==> src/design/spx_pkg.sv <==
// ----------------------------------------------------------------------------
// spx_pkg
// Shared types, constants and ARX/linear-layer functions for the SPARX-64/128
// style block cipher.
// ----------------------------------------------------------------------------
`default_nettype none

package spx_pkg;

	localparam int unsigned WORD_W   = 16;
	localparam int unsigned ADDR_W   = 5;
	localparam int unsigned DATA_W   = 64;
	localparam int unsigned ROT_L    = 9;
	localparam int unsigned ROT_R    = 2;
	localparam int unsigned ROT_LIN  = 8;
	localparam int unsigned ROT_RINV = 14;
	localparam int unsigned ROT_LINV = 7;
	localparam logic [3:0]  MAX_STEPS = 4'd8;

	typedef logic [WORD_W-1:0] word_t;
	typedef logic [3:0][WORD_W-1:0] block_t;
	typedef logic [7:0][WORD_W-1:0] key_t;

	typedef struct packed {
		word_t l;
		word_t r;
	} pair_t;

	typedef enum logic [1:0] {
		REG_KEY_LOW  = 2'd0,
		REG_KEY_HIGH = 2'd1,
		REG_STEPS    = 2'd2,
		REG_ROUNDS   = 2'd3
	} reg_idx_t;

	typedef enum logic [2:0] {
		ST_IDLE,
		ST_KEYFWD,
		ST_WHITEN,
		ST_ROUND,
		ST_DONE
	} state_t;

	typedef enum logic [1:0] {
		KOP_HOLD,
		KOP_LOAD,
		KOP_ADV,
		KOP_RET
	} key_op_t;

	typedef enum logic [2:0] {
		DOP_HOLD,
		DOP_LOAD,
		DOP_WHITEN,
		DOP_ENC,
		DOP_DEC
	} dp_op_t;

	typedef struct packed {
		key_op_t    op;
		logic [4:0] base;
	} key_ctrl_t;

	typedef struct packed {
		dp_op_t     op;
		logic [1:0] ri;
		logic       last_round;
	} dp_ctrl_t;

	typedef struct packed {
		key_t       key;
		logic [3:0] steps;
		logic [1:0] rounds;
	} cfg_t;

	function automatic word_t rotl(input word_t x, input int unsigned n);
		return (x << n) | (x >> (WORD_W - n));
	endfunction

	function automatic pair_t arx_fwd(input pair_t p);
		pair_t o;
		o.l = rotl(p.l, ROT_L) + p.r;
		o.r = rotl(p.r, ROT_R) ^ o.l;
		return o;
	endfunction

	function automatic pair_t arx_inv(input pair_t p);
		pair_t o;
		o.r = rotl(p.r ^ p.l, ROT_RINV);
		o.l = rotl(p.l - o.r, ROT_LINV);
		return o;
	endfunction

	function automatic key_t kperm(input key_t k, input word_t rc);
		key_t  w;
		key_t  o;
		pair_t t;
		pair_t a;
		a.l = k[0];
		a.r = k[1];
		t = arx_fwd(a);
		w = k;
		w[0] = t.l;
		w[1] = t.r;
		w[2] = k[2] + t.l;
		w[3] = k[3] + t.r;
		w[7] = k[7] + rc;
		o[0] = w[6];
		o[1] = w[7];
		o[2] = w[0];
		o[3] = w[1];
		o[4] = w[2];
		o[5] = w[3];
		o[6] = w[4];
		o[7] = w[5];
		return o;
	endfunction

	function automatic key_t kperm_inv(input key_t k, input word_t rc);
		key_t  o;
		pair_t a;
		pair_t t;
		a.l = k[2];
		a.r = k[3];
		t = arx_inv(a);
		o[0] = t.l;
		o[1] = t.r;
		o[2] = k[4] - k[2];
		o[3] = k[5] - k[3];
		o[4] = k[6];
		o[5] = k[7];
		o[6] = k[0];
		o[7] = k[1] - rc;
		return o;
	endfunction

	function automatic block_t lin(input block_t s);
		block_t o;
		word_t  t;
		t = rotl(s[0] ^ s[1], ROT_LIN);
		o[0] = s[2] ^ s[0] ^ t;
		o[1] = s[3] ^ s[1] ^ t;
		o[2] = s[0];
		o[3] = s[1];
		return o;
	endfunction

	function automatic block_t lin_inv(input block_t s);
		block_t o;
		word_t  t;
		o[0] = s[2];
		o[1] = s[3];
		t = rotl(s[2] ^ s[3], ROT_LIN);
		o[2] = s[0] ^ s[2] ^ t;
		o[3] = s[1] ^ s[3] ^ t;
		return o;
	endfunction

endpackage

`default_nettype wire

==> src/design/spx_ifs.sv <==
// ----------------------------------------------------------------------------
// spx_ifs
// Valid/ready channel interfaces for cipher requests and results.
// ----------------------------------------------------------------------------
`default_nettype none

interface spx_in_if;
	logic                valid;
	logic                ready;
	logic                kind;
	spx_pkg::block_t     block_in;

	modport source (output valid, output kind, output block_in, input ready);
	modport sink   (input valid, input kind, input block_in, output ready);
endinterface

interface spx_out_if;
	logic                valid;
	logic                ready;
	spx_pkg::block_t     block_out;

	modport source (output valid, output block_out, input ready);
	modport sink   (input valid, input block_out, output ready);
endinterface

`default_nettype wire

==> src/design/spx_apb_regs.sv <==
// ----------------------------------------------------------------------------
// spx_apb_regs
// APB-style configuration registers: key halves, step count, rounds per step.
// ----------------------------------------------------------------------------
`default_nettype none

module spx_apb_regs (
	input  wire logic                          clk,
	input  wire logic                          arst_n,
	input  wire logic                          psel,
	input  wire logic                          penable,
	input  wire logic                          pwrite,
	input  wire logic [spx_pkg::ADDR_W-1:0]    paddr,
	input  wire logic [spx_pkg::DATA_W-1:0]    pwdata,
	output      logic [spx_pkg::DATA_W-1:0]    prdata,
	output      logic                          pready,
	output      spx_pkg::cfg_t                 cfg
);

	logic [63:0]         key_low_q;
	logic [63:0]         key_high_q;
	logic [3:0]          steps_q;
	logic [1:0]          rounds_q;
	spx_pkg::reg_idx_t   idx;
	logic                wr_en;

	assign idx    = spx_pkg::reg_idx_t'(paddr[4:3]);
	assign wr_en  = psel & penable & pwrite;
	assign pready = 1'b1;

	always_ff @(posedge clk or negedge arst_n) begin
		if (!arst_n) begin
			key_low_q  <= '0;
			key_high_q <= '0;
			steps_q    <= spx_pkg::MAX_STEPS;
			rounds_q   <= 2'd3;
		end else if (wr_en) begin
			unique case (idx)
				spx_pkg::REG_KEY_LOW:  key_low_q  <= pwdata;
				spx_pkg::REG_KEY_HIGH: key_high_q <= pwdata;
				spx_pkg::REG_STEPS:    steps_q    <= pwdata[3:0];
				spx_pkg::REG_ROUNDS:   rounds_q   <= pwdata[1:0];
				default:               ;
			endcase
		end
	end

	always_comb begin
		unique case (idx)
			spx_pkg::REG_KEY_LOW:  prdata = key_low_q;
			spx_pkg::REG_KEY_HIGH: prdata = key_high_q;
			spx_pkg::REG_STEPS:    prdata = {60'd0, steps_q};
			spx_pkg::REG_ROUNDS:   prdata = {62'd0, rounds_q};
			default:               prdata = '0;
		endcase
	end

	assign cfg.key    = {key_high_q, key_low_q};
	assign cfg.steps  = steps_q;
	assign cfg.rounds = rounds_q;

endmodule

`default_nettype wire

==> src/design/spx_key_sched.sv <==
// ----------------------------------------------------------------------------
// spx_key_sched
// Round-key pair registers. Holds keys 2c and 2c+1; loads the master key and
// steps two schedule positions forward or back per advance or return command.
// ----------------------------------------------------------------------------
`default_nettype none

module spx_key_sched (
	input  wire logic               clk,
	input  wire spx_pkg::key_ctrl_t ctrl,
	input  wire spx_pkg::key_t      key_in,
	output      spx_pkg::key_t      ka,
	output      spx_pkg::key_t      kb
);

	spx_pkg::key_t ka_q;
	spx_pkg::key_t kb_q;
	spx_pkg::key_t adv_a;
	spx_pkg::key_t adv_b;
	spx_pkg::key_t ret_a;
	spx_pkg::key_t ret_b;
	spx_pkg::key_t load_b;
	spx_pkg::word_t base_w;

	assign base_w = spx_pkg::word_t'(ctrl.base);

	always_comb begin
		load_b = spx_pkg::kperm(key_in, 16'd1);
		adv_a  = spx_pkg::kperm(kb_q, base_w + 16'd2);
		adv_b  = spx_pkg::kperm(adv_a, base_w + 16'd3);
		ret_b  = spx_pkg::kperm_inv(ka_q, base_w);
		ret_a  = spx_pkg::kperm_inv(ret_b, base_w - 16'd1);
	end

	always_ff @(posedge clk) begin
		case (ctrl.op)
			spx_pkg::KOP_LOAD: begin
				ka_q <= key_in;
				kb_q <= load_b;
			end
			spx_pkg::KOP_ADV: begin
				ka_q <= adv_a;
				kb_q <= adv_b;
			end
			spx_pkg::KOP_RET: begin
				ka_q <= ret_a;
				kb_q <= ret_b;
			end
			default: ;
		endcase
	end

	assign ka = ka_q;
	assign kb = kb_q;

endmodule

`default_nettype wire

==> src/design/spx_round_unit.sv <==
// ----------------------------------------------------------------------------
// spx_round_unit
// Shared round unit: state register, key mixing, ARX rounds on both branches
// and the linear layer, forward or inverse.
// ----------------------------------------------------------------------------
`default_nettype none

module spx_round_unit (
	input  wire logic               clk,
	input  wire spx_pkg::dp_ctrl_t  ctrl,
	input  wire spx_pkg::block_t    blk_in,
	input  wire spx_pkg::key_t      ka,
	input  wire spx_pkg::key_t      kb,
	output      spx_pkg::block_t    blk_out
);

	spx_pkg::block_t s_q;
	spx_pkg::block_t nxt;
	spx_pkg::block_t pre;
	spx_pkg::block_t mix;
	spx_pkg::pair_t  p0;
	spx_pkg::pair_t  p1;
	spx_pkg::pair_t  q0;
	spx_pkg::pair_t  q1;
	logic [2:0]      kl;
	logic [2:0]      kr;

	assign kl = {ctrl.ri, 1'b0};
	assign kr = {ctrl.ri, 1'b1};

	always_comb begin
		pre = ctrl.last_round ? spx_pkg::lin_inv(s_q) : s_q;
		p0  = '0;
		p1  = '0;
		q0  = '0;
		q1  = '0;
		mix = s_q;
		nxt = s_q;
		case (ctrl.op)
			spx_pkg::DOP_LOAD:   nxt = blk_in;
			spx_pkg::DOP_WHITEN: nxt = s_q ^ spx_pkg::block_t'(ka[3:0]);
			spx_pkg::DOP_ENC: begin
				p0.l = s_q[0] ^ ka[kl];
				p0.r = s_q[1] ^ ka[kr];
				p1.l = s_q[2] ^ kb[kl];
				p1.r = s_q[3] ^ kb[kr];
				q0 = spx_pkg::arx_fwd(p0);
				q1 = spx_pkg::arx_fwd(p1);
				mix[0] = q0.l;
				mix[1] = q0.r;
				mix[2] = q1.l;
				mix[3] = q1.r;
				nxt = ctrl.last_round ? spx_pkg::lin(mix) : mix;
			end
			spx_pkg::DOP_DEC: begin
				p0.l = pre[0];
				p0.r = pre[1];
				p1.l = pre[2];
				p1.r = pre[3];
				q0 = spx_pkg::arx_inv(p0);
				q1 = spx_pkg::arx_inv(p1);
				nxt[0] = q0.l ^ ka[kl];
				nxt[1] = q0.r ^ ka[kr];
				nxt[2] = q1.l ^ kb[kl];
				nxt[3] = q1.r ^ kb[kr];
			end
			default: ;
		endcase
	end

	always_ff @(posedge clk) begin
		s_q <= nxt;
	end

	assign blk_out = s_q;

endmodule

`default_nettype wire

==> src/design/sparx64_block_cipher_top.sv <==
// ----------------------------------------------------------------------------
// sparx64_block_cipher_top
// SPARX-64/128 style encrypt/decrypt engine with configurable steps and
// rounds per step, one shared round unit under a small sequencer.
//
//   channel   dir   handshake          payload
//   in_ch     in    valid/ready        kind, block_in
//   out_ch    out   valid/ready        block_out
//   apb       in    psel/penable       paddr, pwdata, prdata (64-bit regs)
//
// Encrypt: rounds on the accepted block, then final whitening, then the result.
// Decrypt: key schedule walked forward first, then whitening and inverse rounds.
// The round unit does one round on both branches per cycle.
// Input ready only while idle; a finished result waits in the output register,
// so the next transaction may start while the previous one is still unread.
// Reset clears configuration to its defaults and the sequencer to idle.
// ----------------------------------------------------------------------------
`default_nettype none

module sparx64_block_cipher_top (
	input  wire logic                          clk,
	input  wire logic                          arst_n,
	spx_in_if.sink                             in_ch,
	spx_out_if.source                          out_ch,
	input  wire logic                          psel,
	input  wire logic                          penable,
	input  wire logic                          pwrite,
	input  wire logic [spx_pkg::ADDR_W-1:0]    paddr,
	input  wire logic [spx_pkg::DATA_W-1:0]    pwdata,
	output      logic [spx_pkg::DATA_W-1:0]    prdata,
	output      logic                          pready
);

	spx_pkg::cfg_t      cfg;
	spx_pkg::state_t    state_q;
	spx_pkg::state_t    state_nxt;
	spx_pkg::key_ctrl_t key_ctrl;
	spx_pkg::dp_ctrl_t  dp_ctrl;
	spx_pkg::key_t      ka;
	spx_pkg::key_t      kb;
	spx_pkg::block_t    dp_out;
	spx_pkg::block_t    block_out_q;

	logic       kind_q;
	logic [3:0] steps_q;
	logic [1:0] rounds_q;
	logic [3:0] step_q;
	logic [1:0] ri_q;
	logic       out_valid_q;
	logic [3:0] steps_eff;
	logic [1:0] rounds_eff;
	logic       in_acc;
	logic       last_ri;
	logic       step_end;
	logic       out_free;
	logic       load_out;

	spx_apb_regs u_regs (
		.clk     (clk),
		.arst_n  (arst_n),
		.psel    (psel),
		.penable (penable),
		.pwrite  (pwrite),
		.paddr   (paddr),
		.pwdata  (pwdata),
		.prdata  (prdata),
		.pready  (pready),
		.cfg     (cfg)
	);

	spx_key_sched u_keys (
		.clk    (clk),
		.ctrl   (key_ctrl),
		.key_in (cfg.key),
		.ka     (ka),
		.kb     (kb)
	);

	spx_round_unit u_round (
		.clk     (clk),
		.ctrl    (dp_ctrl),
		.blk_in  (in_ch.block_in),
		.ka      (ka),
		.kb      (kb),
		.blk_out (dp_out)
	);

	always_comb begin
		if (cfg.steps == 4'd0) begin
			steps_eff = 4'd1;
		end else if (cfg.steps > spx_pkg::MAX_STEPS) begin
			steps_eff = spx_pkg::MAX_STEPS;
		end else begin
			steps_eff = cfg.steps;
		end
		rounds_eff = (cfg.rounds == 2'd0) ? 2'd1 : cfg.rounds;
	end

	assign in_acc    = (state_q == spx_pkg::ST_IDLE) & in_ch.valid;
	assign last_ri   = (ri_q == rounds_q - 2'd1);
	assign step_end  = (step_q == steps_q - 4'd1);
	assign out_free  = ~out_valid_q | out_ch.ready;

	// next state
	always_comb begin
		state_nxt = state_q;
		unique case (state_q)
			spx_pkg::ST_IDLE: begin
				if (in_ch.valid) begin
					state_nxt = in_ch.kind ? spx_pkg::ST_KEYFWD : spx_pkg::ST_ROUND;
				end
			end
			spx_pkg::ST_KEYFWD: begin
				if (step_end) begin
					state_nxt = spx_pkg::ST_WHITEN;
				end
			end
			spx_pkg::ST_WHITEN: begin
				state_nxt = kind_q ? spx_pkg::ST_ROUND : spx_pkg::ST_DONE;
			end
			spx_pkg::ST_ROUND: begin
				if (!kind_q && last_ri && step_end) begin
					state_nxt = spx_pkg::ST_WHITEN;
				end else if (kind_q && ri_q == 2'd0 && step_q == 4'd0) begin
					state_nxt = spx_pkg::ST_DONE;
				end
			end
			spx_pkg::ST_DONE: begin
				if (out_free) begin
					state_nxt = spx_pkg::ST_IDLE;
				end
			end
			default: state_nxt = spx_pkg::ST_IDLE;
		endcase
	end

	// outputs
	always_comb begin
		in_ch.ready        = 1'b0;
		load_out           = 1'b0;
		key_ctrl.op        = spx_pkg::KOP_HOLD;
		key_ctrl.base      = {step_q, 1'b0};
		dp_ctrl.op         = spx_pkg::DOP_HOLD;
		dp_ctrl.ri         = ri_q;
		dp_ctrl.last_round = last_ri;
		unique case (state_q)
			spx_pkg::ST_IDLE: begin
				in_ch.ready = 1'b1;
				if (in_ch.valid) begin
					key_ctrl.op = spx_pkg::KOP_LOAD;
					dp_ctrl.op  = spx_pkg::DOP_LOAD;
				end
			end
			spx_pkg::ST_KEYFWD: begin
				key_ctrl.op = spx_pkg::KOP_ADV;
			end
			spx_pkg::ST_WHITEN: begin
				dp_ctrl.op = spx_pkg::DOP_WHITEN;
				if (kind_q) begin
					key_ctrl.op = spx_pkg::KOP_RET;
				end
			end
			spx_pkg::ST_ROUND: begin
				if (kind_q) begin
					dp_ctrl.op = spx_pkg::DOP_DEC;
					if (ri_q == 2'd0) begin
						key_ctrl.op = spx_pkg::KOP_RET;
					end
				end else begin
					dp_ctrl.op = spx_pkg::DOP_ENC;
					if (last_ri) begin
						key_ctrl.op = spx_pkg::KOP_ADV;
					end
				end
			end
			spx_pkg::ST_DONE: begin
				load_out = out_free;
			end
			default: ;
		endcase
	end

	always_ff @(posedge clk or negedge arst_n) begin
		if (!arst_n) begin
			state_q  <= spx_pkg::ST_IDLE;
			kind_q   <= 1'b0;
			steps_q  <= 4'd1;
			rounds_q <= 2'd1;
			step_q   <= 4'd0;
			ri_q     <= 2'd0;
		end else begin
			state_q <= state_nxt;
			case (state_q)
				spx_pkg::ST_IDLE: begin
					if (in_acc) begin
						kind_q   <= in_ch.kind;
						steps_q  <= steps_eff;
						rounds_q <= rounds_eff;
						step_q   <= 4'd0;
						ri_q     <= in_ch.kind ? rounds_eff - 2'd1 : 2'd0;
					end
				end
				spx_pkg::ST_KEYFWD: step_q <= step_q + 4'd1;
				spx_pkg::ST_WHITEN: begin
					if (kind_q) begin
						step_q <= step_q - 4'd1;
						ri_q   <= rounds_q - 2'd1;
					end
				end
				spx_pkg::ST_ROUND: begin
					if (kind_q) begin
						if (ri_q == 2'd0) begin
							ri_q <= rounds_q - 2'd1;
							if (step_q != 4'd0) begin
								step_q <= step_q - 4'd1;
							end
						end else begin
							ri_q <= ri_q - 2'd1;
						end
					end else if (last_ri) begin
						ri_q   <= 2'd0;
						step_q <= step_q + 4'd1;
					end else begin
						ri_q <= ri_q + 2'd1;
					end
				end
				default: ;
			endcase
		end
	end

	always_ff @(posedge clk or negedge arst_n) begin
		if (!arst_n) begin
			out_valid_q <= 1'b0;
		end else if (load_out) begin
			out_valid_q <= 1'b1;
		end else if (out_ch.ready) begin
			out_valid_q <= 1'b0;
		end
	end

	always_ff @(posedge clk) begin
		if (load_out) begin
			block_out_q <= dp_out;
		end
	end

	assign out_ch.valid     = out_valid_q;
	assign out_ch.block_out = block_out_q;

	a_accept_leaves_idle: assert property (@(posedge clk) disable iff (!arst_n)
		in_acc |=> state_q != spx_pkg::ST_IDLE)
		else $error("sequencer stayed idle after accepting a transaction");

	a_step_in_range: assert property (@(posedge clk) disable iff (!arst_n)
		state_q != spx_pkg::ST_IDLE |-> step_q <= steps_q)
		else $error("step counter beyond configured step count");

	a_round_in_range: assert property (@(posedge clk) disable iff (!arst_n)
		state_q == spx_pkg::ST_ROUND |-> ri_q < rounds_q)
		else $error("round index beyond rounds per step");

	a_no_overwrite: assert property (@(posedge clk) disable iff (!arst_n)
		(out_valid_q && !out_ch.ready) |=> out_valid_q && $stable(block_out_q))
		else $error("pending result overwritten or dropped");

endmodule

`default_nettype wire
==> src/flat_wrapper.sv <==
// flat-port wrapper written by rule: the top's interface ports become plain ports
module sparx64_block_cipher_top_flat 
  (clk, arst_n, psel, penable, pwrite, paddr, pwdata, prdata, pready, in_ch_valid, in_ch_kind, in_ch_block_in, in_ch_ready, out_ch_valid, out_ch_block_out, out_ch_ready);
  spx_in_if in_ch_i ();
  spx_out_if out_ch_i ();
  input  wire logic clk;
  input  wire logic arst_n;
  input  wire logic psel;
  input  wire logic penable;
  input  wire logic pwrite;
  input  wire logic [spx_pkg::ADDR_W-1:0] paddr;
  input  wire logic [spx_pkg::DATA_W-1:0] pwdata;
  output      logic [spx_pkg::DATA_W-1:0] prdata;
  output      logic pready;
  input wire logic [$bits(in_ch_i.valid)-1:0] in_ch_valid;
  input wire logic [$bits(in_ch_i.kind)-1:0] in_ch_kind;
  input wire logic [$bits(in_ch_i.block_in)-1:0] in_ch_block_in;
  output wire logic [$bits(in_ch_i.ready)-1:0] in_ch_ready;
  output wire logic [$bits(out_ch_i.valid)-1:0] out_ch_valid;
  output wire logic [$bits(out_ch_i.block_out)-1:0] out_ch_block_out;
  input wire logic [$bits(out_ch_i.ready)-1:0] out_ch_ready;
  assign in_ch_i.valid = in_ch_valid;
  assign in_ch_i.kind = in_ch_kind;
  assign in_ch_i.block_in = in_ch_block_in;
  assign in_ch_ready = in_ch_i.ready;
  assign out_ch_valid = out_ch_i.valid;
  assign out_ch_block_out = out_ch_i.block_out;
  assign out_ch_i.ready = out_ch_ready;
  sparx64_block_cipher_top u_core (.clk(clk), .arst_n(arst_n), .in_ch(in_ch_i), .out_ch(out_ch_i), .psel(psel), .penable(penable), .pwrite(pwrite), .paddr(paddr), .pwdata(pwdata), .prdata(prdata), .pready(pready));
endmodule
==> config.mk <==
export PLATFORM = sky130hd
export DESIGN_NAME = sparx64_block_cipher_top_flat
export DESIGN_NICKNAME = d
export VERILOG_FILES = /design/src/design/spx_pkg.sv /design/src/design/spx_ifs.sv /design/src/design/spx_apb_regs.sv /design/src/design/spx_key_sched.sv /design/src/design/spx_round_unit.sv /design/src/design/sparx64_block_cipher_top.sv /design/src/flat_wrapper.sv
export SDC_FILE = /design/constraint.sdc
export NUM_CORES = 2
export LEC_CHECK = 0
export ABC_AREA = 1
export BUFFER_PORTS_ARGS = -buffer_cell sky130_fd_sc_hd__buf_2
export CORE_UTILIZATION = 40
export CTS_CLUSTER_DIAMETER = 120
export DETAILED_ROUTE_END_ITERATION = 10
export GPL_TIMING_DRIVEN = 0
export PLACE_DENSITY = 0.59
export SLEW_MARGIN = 30
export SYNTH_ARGS = -nofsm -noshare
export SYNTH_HDL_FRONTEND = slang
export SYNTH_HIERARCHICAL = 1
export SYNTH_SLANG_ARGS = --single-unit
==> constraint.sdc <==
create_clock -name clk -period 6.74 [get_ports clk]
set_input_delay 1.348 -clock clk [delete_from_list [all_inputs] [get_ports clk]]
set_output_delay 1.348 -clock clk [all_outputs]
set_load 0.02 [all_outputs]
==> flow_summary_export.csv <==
group,metric,value,unit
sta,slew_headroom,17.62,%
worst_setup_path,cp.arrival,7010,ps
worst_setup_path,rrSetupSlack,180,ps
global_route,grt_pass1_vias,48510,
synthesis,syn_inst,6711,
cells_and_area,area.growth.synth_to_final,12.43,%
worst_setup_path,critPathMaxFanout,10,
synthesis,ys_seq_area_share,29.03,%
synthesis,synth_area,47790,um2
clock_tree,cts_resized,5,
die,die-area,120900,um2
clock_tree,clk_pin_slew_worst_paths,60,ps
worst_hold_path,hp-class,"flip-flop to flip-flop",
synthesis,synthTopCellsByCount,"2318 x nand2_1, 634 x inv_1, 540 x nand3_1",
cells_and_area,layout-drive-gt1-share,12.81,%
route,ant_nets,0,
synthesis,synth_area_leaders,"edfxtp_1 21%, nand2_1 18%, ha_1 8.7%, dfrtp_1 7.6%, nand3_1 5.7%",
global_route,grt_max_degree,85,
placement,port_buffers,265,
worst_hold_path,whs_endpoint,"u_core/out_ch.block_out[33]",
global_route,grt_overflow,0,
sta,rsz0062_at_grt,"false",
route,vias,53270,
worst_setup_path,reg2reg_depth,25,
clock_tree,cts_buffer_depth,3,
die,io_pins,272,
route,wl,305500,um
clock_tree,ctsHoldBuffers,0,
sta,setup_viol,0,
die,die_w,347.7,um
cells_and_area,fillers,12390,
sta,period_minus_slack,6565,ps
synthesis,synth_top_area_share,21.11,%
synthesis,ys_ff_latch,487,
die,coreArea,118200,um2
sta,min_period_over_period,97.40,%
synthesis,yosysTopAreaCell,"edfxtp_1",
synthesis,yosys_warnings,6,
cells_and_area,final_nets,7550,
route,drtIter0Drc,7551,
worst_setup_path,cp-end-kind,"flip-flop",
sta,slew_violations,0,
placement,post-place-ws,-482.8,ps
worst_setup_path,cp-start-kind,"flip-flop",
worst_setup_path,reg2reg_to,"u_core/u_round/blk_out[14]",
sta,hold_viol,0,
sta,whs,451.0,ps
sta,worst_slew_pin_slew,1236,ps
sta,setup_slack,175.4,ps
synthesis,synth_edf_count,336,
global_route,grt_pass1_wl,402500,um
global_route,antenna_found_initial,21,
placement,placed_area,51480,um2
run_status,status,"complete, no violations",
synthesis,synth.most_common_cell,"nand2_1",
worst_setup_path,critPathRequiredTime,7190,ps
die,fp.dieH,347.7,um
die,rows,126,
clock_tree,post_cts_buffers,0,
placement,post-dp-hpwl,253800,um
die,start_util,40.42,%
clock_tree,clock-sinks,487,
worst_setup_path,criticalPathCategory,"flip-flop to flip-flop",
sta,fmax,152.3,MHz
synthesis,synth.distinct_cells,89,
cells_and_area,seq_area,13870,um2
route,dr.pass1.iters,6,
placement,gp_routability_congestion,1.138,
clock_tree,htreeDepth,2,
clock_tree,cts_tree,"done",
synthesis,synth-async-reset-ratio,31.01,%
global_route,grt_usage,49.25,%
worst_setup_path,r2r_start,"u_core/ri_q[1]",
clock_tree,root_buffer,"clkbuf_16",
worst_hold_path,hold_depth,0,
synthesis,syn_area_per_cell,7.121,um2
route,vias_per_cell,6.155,
clock_tree,worstSkewPairLatency,760,ps
clock_tree,numCtsBuffers,61,
route,drcViolationCount,0,
cells_and_area,final_area,53730,um2
worst_hold_path,hp-start,"u_core/u_round/blk_out[33]",
flow_run,drv_cap,0,
route,wl_per_cell,35.29,um
sta,clock_skew,68.87,ps
cells_and_area,multiInputGateArea,30110,um2
sta,tns,0,ps
synthesis,synth_flop_cell,"edfxtp_1",
==> metrics by stage <==
stage	utilization, %	cells
after floorplan	-	6713
after global placement	43.17	8514
after detailed placement	43.54	8527
after CTS	45.36	8640
after global routing	45.41	8643
final	45.44	8656
==> sequential cells by signal (all words and copies together) (netlist names) <==
register,cells
u_core/ri_q,2
u_core/steps_q,4
u_core/step_q,4
u_core/rounds_q,2
u_core/out_ch.valid,1
u_core/u_regs/steps_q,4
u_core/u_keys/ka,96
u_core/u_round/blk_out,64
u_core/u_keys/kb,112
u_core/u_regs/rounds_q,2
u_core/u_regs/key_low_q,64
u_core/u_regs/key_high_q,64
u_core/state_q,3
u_core/out_ch.block_out,64
u_core/kind_q,1
==> layout by cell type (no fill, tap or decap), types with 102 or more instances in the layout <==
cell / n
edfxtp_1: 336
nor2_1: 223
a21oi_1: 432
o21ai_0: 254
nand3_1: 540
xor2_1: 235
inv_1: 633
buf_2: 310
ha_1: 333
dfrtp_1: 146
nand2_1: 2317
o211ai_1: 102
==> worst max-delay path, stage by stage, from the launching register on <==
cell and delay [ps]:
dfrtp_1 480, inv_2 320, buf_6 240, buf_4 220, buf_2 340, buf_2 300
buf_1 410, a21oi_1 80, a32o_1 310, xor2_1 210, ha_1 260, inv_1 80
fa_1 220, nor2_1 70, a211oi_2 600, nor2_1 110, nand2_2 120, nand2_2 100
nand3_1 180, nand4_1 170, nand2_1 200, inv_1 80, nand2_1 60, nand3_1 100
o21ai_1 850, nand4_1 160
==> per-layer routing <==
| layer | wire [um] | track usage, % |
|---|---|---|
| met2 | 128000 | 73.73 |
| met4 | 38070 | 50.18 |
| met1 | 103900 | 54.33 |
| met5 | 59 | 0.1601 |
| met3 | 35520 | 15.05 |
==> layout make-up <==
| type | instances | area share [%] |
|---|---|---|
| clock buffers | 74 | 3.102 |
| flip-flops and latches | 487 | 25.82 |
| well taps | 1536 | 3.577 |
| repair buffers | 278 | 3.013 |
| multi-input cells | 5309 | 56.04 |
| inverters | 673 | 4.732 |
| plain buffers | 243 | 2.766 |
| diodes | 17 | 0.07917 |
| clock inverters | 39 | 0.8709 |
==> worst max path at each step <==
stage / startpoint / to / slack [ps]
4_1_cts: u_core/rounds_q[0] / u_core/u_round/blk_out[3] / 20
2_1_floorplan: u_core/rounds_q[0] / u_core/u_keys/ka[0] / 1950
5_1_grt: u_core/step_q[0] / u_core/u_keys/kb[95] / 20
3_3_place_gp: u_core/rounds_q[0] / u_core/u_keys/ka[107] / -870
6_report: u_core/ri_q[1] / u_core/u_round/blk_out[14] / 180
3_5_place_dp: u_core/rounds_q[0] / u_core/u_round/blk_out[37] / -480
==> cell families after synthesis <==
group	Yosys count	synth area share (%)
buffers and inverters	917	8.331
AO/OA/AOI/OAI	1134	14.53
flip-flops	487	29.03
adder cells (fa/ha/maj)	356	9.682
XOR/XNOR	375	7.545
other	2	0.01571
AND/OR/NAND/NOR	3440	30.86
Power is not shown: default switching activity piles up to over one toggle a cycle in this logic, so the estimate is an artifact.
